===== src/design/uvwc_pkg.sv =====
`default_nettype none

package uvwc_pkg;

    localparam int unsigned CFG_DATA_W  = 48;
    localparam int unsigned CFG_INDEX_W = 4;
    localparam int unsigned ACC_W       = 68;

    localparam logic [19:0] GRAVITY_Q16 = 20'd642908;

    localparam logic [CFG_INDEX_W-1:0] REG_VEHICLE_MASS      = 4'd0;
    localparam logic [CFG_INDEX_W-1:0] REG_BUOYANCY_FORCE    = 4'd1;
    localparam logic [CFG_INDEX_W-1:0] REG_GRAVITY_CENTRE    = 4'd2;
    localparam logic [CFG_INDEX_W-1:0] REG_BUOYANCY_CENTRE   = 4'd3;
    localparam logic [CFG_INDEX_W-1:0] REG_LIN_DRAG_TRANS    = 4'd4;
    localparam logic [CFG_INDEX_W-1:0] REG_LIN_DRAG_ROT      = 4'd5;
    localparam logic [CFG_INDEX_W-1:0] REG_QUAD_DRAG_TRANS   = 4'd6;
    localparam logic [CFG_INDEX_W-1:0] REG_QUAD_DRAG_ROT     = 4'd7;

    typedef struct packed {
        logic [31:0] vehicle_mass;
        logic [31:0] buoyancy_force;
        logic [47:0] gravity_centre;
        logic [47:0] buoyancy_centre;
        logic [47:0] linear_drag_translation;
        logic [47:0] linear_drag_rotation;
        logic [47:0] quadratic_drag_translation;
        logic [47:0] quadratic_drag_rotation;
    } t_cfg;

    typedef struct packed {
        logic [31:0] force_in_x;
        logic [31:0] force_in_y;
        logic [31:0] force_in_z;
        logic [31:0] torque_in_x;
        logic [31:0] torque_in_y;
        logic [31:0] torque_in_z;
        logic [63:0] attitude;
        logic [47:0] linear_velocity;
        logic [47:0] angular_velocity;
        logic [47:0] water_current;
    } t_in;

    typedef struct packed {
        logic [31:0] force_out_x;
        logic [31:0] force_out_y;
        logic [31:0] force_out_z;
        logic [31:0] torque_out_x;
        logic [31:0] torque_out_y;
        logic [31:0] torque_out_z;
    } t_out;

    function automatic logic [31:0] sat32(input logic signed [ACC_W-1:0] v);
        logic [31:0] res;
        if (v > $signed(68'sh0_0000_0000_7FFF_FFFF)) begin
            res = 32'h7FFF_FFFF;
        end else if (v < -$signed(68'sh0_0000_0000_8000_0000)) begin
            res = 32'h8000_0000;
        end else begin
            res = v[31:0];
        end
        return res;
    endfunction

endpackage

`default_nettype wire


===== src/design/uvwc_cfg_regs.sv =====
`default_nettype none

module uvwc_cfg_regs (
    input  wire logic                               i_clk,
    input  wire logic                               i_rst_n,
    input  wire logic                               i_we,
    input  wire logic [uvwc_pkg::CFG_INDEX_W-1:0]   i_index,
    input  wire logic [uvwc_pkg::CFG_DATA_W-1:0]    i_data,
    output uvwc_pkg::t_cfg                          o_cfg
);

    uvwc_pkg::t_cfg r_cfg;

    always_ff @(posedge i_clk) begin
        if (!i_rst_n) begin
            r_cfg <= '0;
        end else if (i_we) begin
            unique case (i_index)
                uvwc_pkg::REG_VEHICLE_MASS:    r_cfg.vehicle_mass <= i_data[31:0];
                uvwc_pkg::REG_BUOYANCY_FORCE:  r_cfg.buoyancy_force <= i_data[31:0];
                uvwc_pkg::REG_GRAVITY_CENTRE:  r_cfg.gravity_centre <= i_data;
                uvwc_pkg::REG_BUOYANCY_CENTRE: r_cfg.buoyancy_centre <= i_data;
                uvwc_pkg::REG_LIN_DRAG_TRANS:  r_cfg.linear_drag_translation <= i_data;
                uvwc_pkg::REG_LIN_DRAG_ROT:    r_cfg.linear_drag_rotation <= i_data;
                uvwc_pkg::REG_QUAD_DRAG_TRANS: r_cfg.quadratic_drag_translation <= i_data;
                uvwc_pkg::REG_QUAD_DRAG_ROT:   r_cfg.quadratic_drag_rotation <= i_data;
                default: begin
                end
            endcase
        end
    end

    assign o_cfg = r_cfg;

endmodule

`default_nettype wire


===== config.mk =====
export PLATFORM = sky130hd
export DESIGN_NAME = uvwc_cfg_regs
export DESIGN_NICKNAME = d
export VERILOG_FILES = /design/src/design/uvwc_pkg.sv /design/src/design/uvwc_cfg_regs.sv
export SDC_FILE = /design/constraint.sdc
export NUM_CORES = 1
export LEC_CHECK = 0
export BUFFER_PORTS_ARGS = -buffer_cell sky130_fd_sc_hd__buf_4
export CAP_MARGIN = 0
export CORE_MARGIN = 1.5
export CORE_UTILIZATION = 30
export DETAILED_ROUTE_END_ITERATION = 12
export HOLD_SLACK_MARGIN = 0.08
export PLACE_DENSITY_LB_ADDON = 0.3
export SLEW_MARGIN = 20
export SYNTH_ARGS = -nofsm -noshare
export SYNTH_HDL_FRONTEND = slang
export SYNTH_SLANG_ARGS = --single-unit

===== constraint.sdc =====
create_clock -name i_clk -period 2 [get_ports i_clk]
set_input_delay 0.4 -clock i_clk [delete_from_list [all_inputs] [get_ports i_clk]]
set_output_delay 0.4 -clock i_clk [all_outputs]
set_load 0.05 [all_outputs]

==> out/results.ini <==
[clocking]
hold_buffers = 0
clk_latency_ns = 0.54
cts.sinks = 352
tritoncts = done
ctsHtreeMaxLevel = 2
clkSlewWorstSetupHoldPaths_ns = 0.05
cts_setup_buffers = 0
clockRootBuffer = clkbuf_16
cts_resized = 0
numCtsBuffers = 39
clockBufferDepth = 3

[power_and_ir_drop]
p_leak_nw = 8.25
internal_power_w = 0.0115
seqPwrFrac_pct = 47.4
peakVddDrop_v = 0.000628
pwr-share-clk_pct = 45.2
p_switching_w = 0.00365
combPwrFrac_pct = 7.5
power.density_nw_per_um2 = 859
sw_frac_of_total_pct = 24.1
power_w = 0.0151

[setup_path]
slowest_stage = dfxtp_1
startpoint_type = flop
arrival_ns = 1.14
cp_max_fo = 2
cp_cell_sequence = buf_4
required_ns = 1.60
crit_path_end_kind = primary output
critPathMaxStageDelay_ns = 0.38
crit_type = flop to primary output
critPathTopFamily = flip-flops
worst-path-buf-inv = 1

[route]
antenna_left = 0
vias_per_cell = 4.56
first_iter_violations = 375
drc_errors = 0
drtPass1Iterations = 5
wl_per_cell_um = 18.5
vias = 9870
drt-total-wl_um = 40100

[placement]
post-dp-hpwl_um = 27900
io_buffers = 406
gp_congestion = 0.792

[sta]
min_period_over_period_pct = 77.1
min_period_ns = 1.54
setup_viol = 0
hold_viol_final = 0
clock_skew_ns = 0
rsz0062_at_grt = no
timing.hold.ws_ns = 0.279
worst_pin_slew_ns = 0.653
slew_viol_final = 0
fmax_mhz = 648
slew_headroom_pct = 56.5
finalSetupTns_ns = 0

[layout]
largest_register_ffs = 352
final_cell_mix = 439 x buf_4, 401 x nand2_1, 352 x mux2i_1, 352 x dfxtp_1, 41 x clkbuf_16
antenna_cells = 0
final_layout_size_suffix_gt1_share_pct = 31.4
layout_commonest_cell = buf_4
nNetsFinal = 1662
area_delta_synth_final_pct = 39.8

[yosys]
synth_nets = 1256
ys_types = 14
synthSimpleGateAreaFrac_pct = 12.7
ys_ff_latch = 352
ys_seq_area_share_pct = 56.0
yosys-mux-area-fraction_pct = 28.0
synth_cells = 1201
yosys_warnings = 0
synth-compound-area-share_pct = 0
synth_top_family_by_area = multiplexers
synth_area_per_cell_um2 = 10.5
synth_xor_area_share_pct = 0
synth_fa_ha_area_share_pct = 0
syn_area_um2 = 12600

[run]
cap_violations = 0

[floorplanning]
start_util_pct = 30.6
die_h_um = 208
fp.dieW_um = 208
io_pins = 407
dieArea_um2 = 43200
core_um2 = 41100
rows = 74

[global_route]
grt-ovfl-total = 0
grt_max_degree = 51
grt_pass1_wl_um = 60600
grt_pass1_vias = 10000
grt_use_total_pct = 18.0
grt_antenna_before_repair = 0

[min_path]
hp-class = input pin to flop

[status]
status = finished, final reports clean

-- routing by layer --
| metal | vias up | track usage [%] | share of wire [%] |
|---|---|---|---|
| met5 | - | 0 | 0 |
| met2 | 300 | 30.2 | 47 |
| met1 | 4741 | 21.9 | 43 |
| met4 | 0 | 5.59 | 2.5 |
| li1 | 4771 | - | - |
| met3 | 58 | 5.99 | 7.6 |
-- per-stage QoR --
| step | utilization (%) | worst slack (ns) | instances | cell area [um^2] |
|---|---|---|---|---|
| after global routing | 42.8 | 0.418 | 2166 | 17600 |
| after floorplan | - | 0.424 | 1201 | 12600 |
| final | 42.8 | 0.457 | 2166 | 17600 |
| after global placement | 39.8 | 0.284 | 2098 | 16400 |
| after CTS | 42.8 | 0.418 | 2166 | 17600 |
| after detailed placement | 39.8 | 0.259 | 2098 | 16400 |
-- power by group through the flow --
stage,clock network [W],logic (W),registers (W)
after floorplan,0,0.000362,0.00762
after global placement,0,0.00114,0.00731
after detailed placement,0,0.00114,0.00731
after CTS,0.00703,0.00114,0.00715
after global routing,0.00728,0.00119,0.00716
final,0.00682,0.00113,0.00716
-- layout make-up --
type	count	area [um^2]
clock buffer	61	1170
clock inverter	7	35.0
fill	4016	23500
multi-input combinational	764	5160
sequential	352	7050
tap	532	666
timing repair buffer	450	3510
-- worst paths after layout --
path | from | to | slack (ns) | cells after the start
max | o_cfg[145]$_SDFFE_PN0P_ | o_cfg[145] | 0.46 | 1
min | i_data[36] | o_cfg[276]$_SDFFE_PN0P_ | 0.28 | 3
max reg2reg | o_cfg[145]$_SDFFE_PN0P_ | o_cfg[145]$_SDFFE_PN0P_ | 1.35 | 2
min reg2reg | o_cfg[81]$_SDFFE_PN0P_ | o_cfg[81]$_SDFFE_PN0P_ | 0.45 | 2
-- cells in the mapped netlist --
master	number	area [um^2]
and3_1	1	6.26
buf_1	1	3.75
buf_2	29	145
buf_4	10	75.1
buf_6	2	22.5
clkbuf_1	43	161
dfxtp_1	352	7050
mux2i_1	352	3520
nand2_1	402	1510
nand3b_1	2	15.0
nand3b_4	1	20.0
nor2_1	2	7.51
nor3b_2	3	37.5
or3_1	1	6.26
-- cell families after synthesis --
kind of cell | after synthesis
buffers and inverters | 85
DFF | 352
muxes | 352
and+or+nand+nor | 412
(Power assumes the default switching activity.)
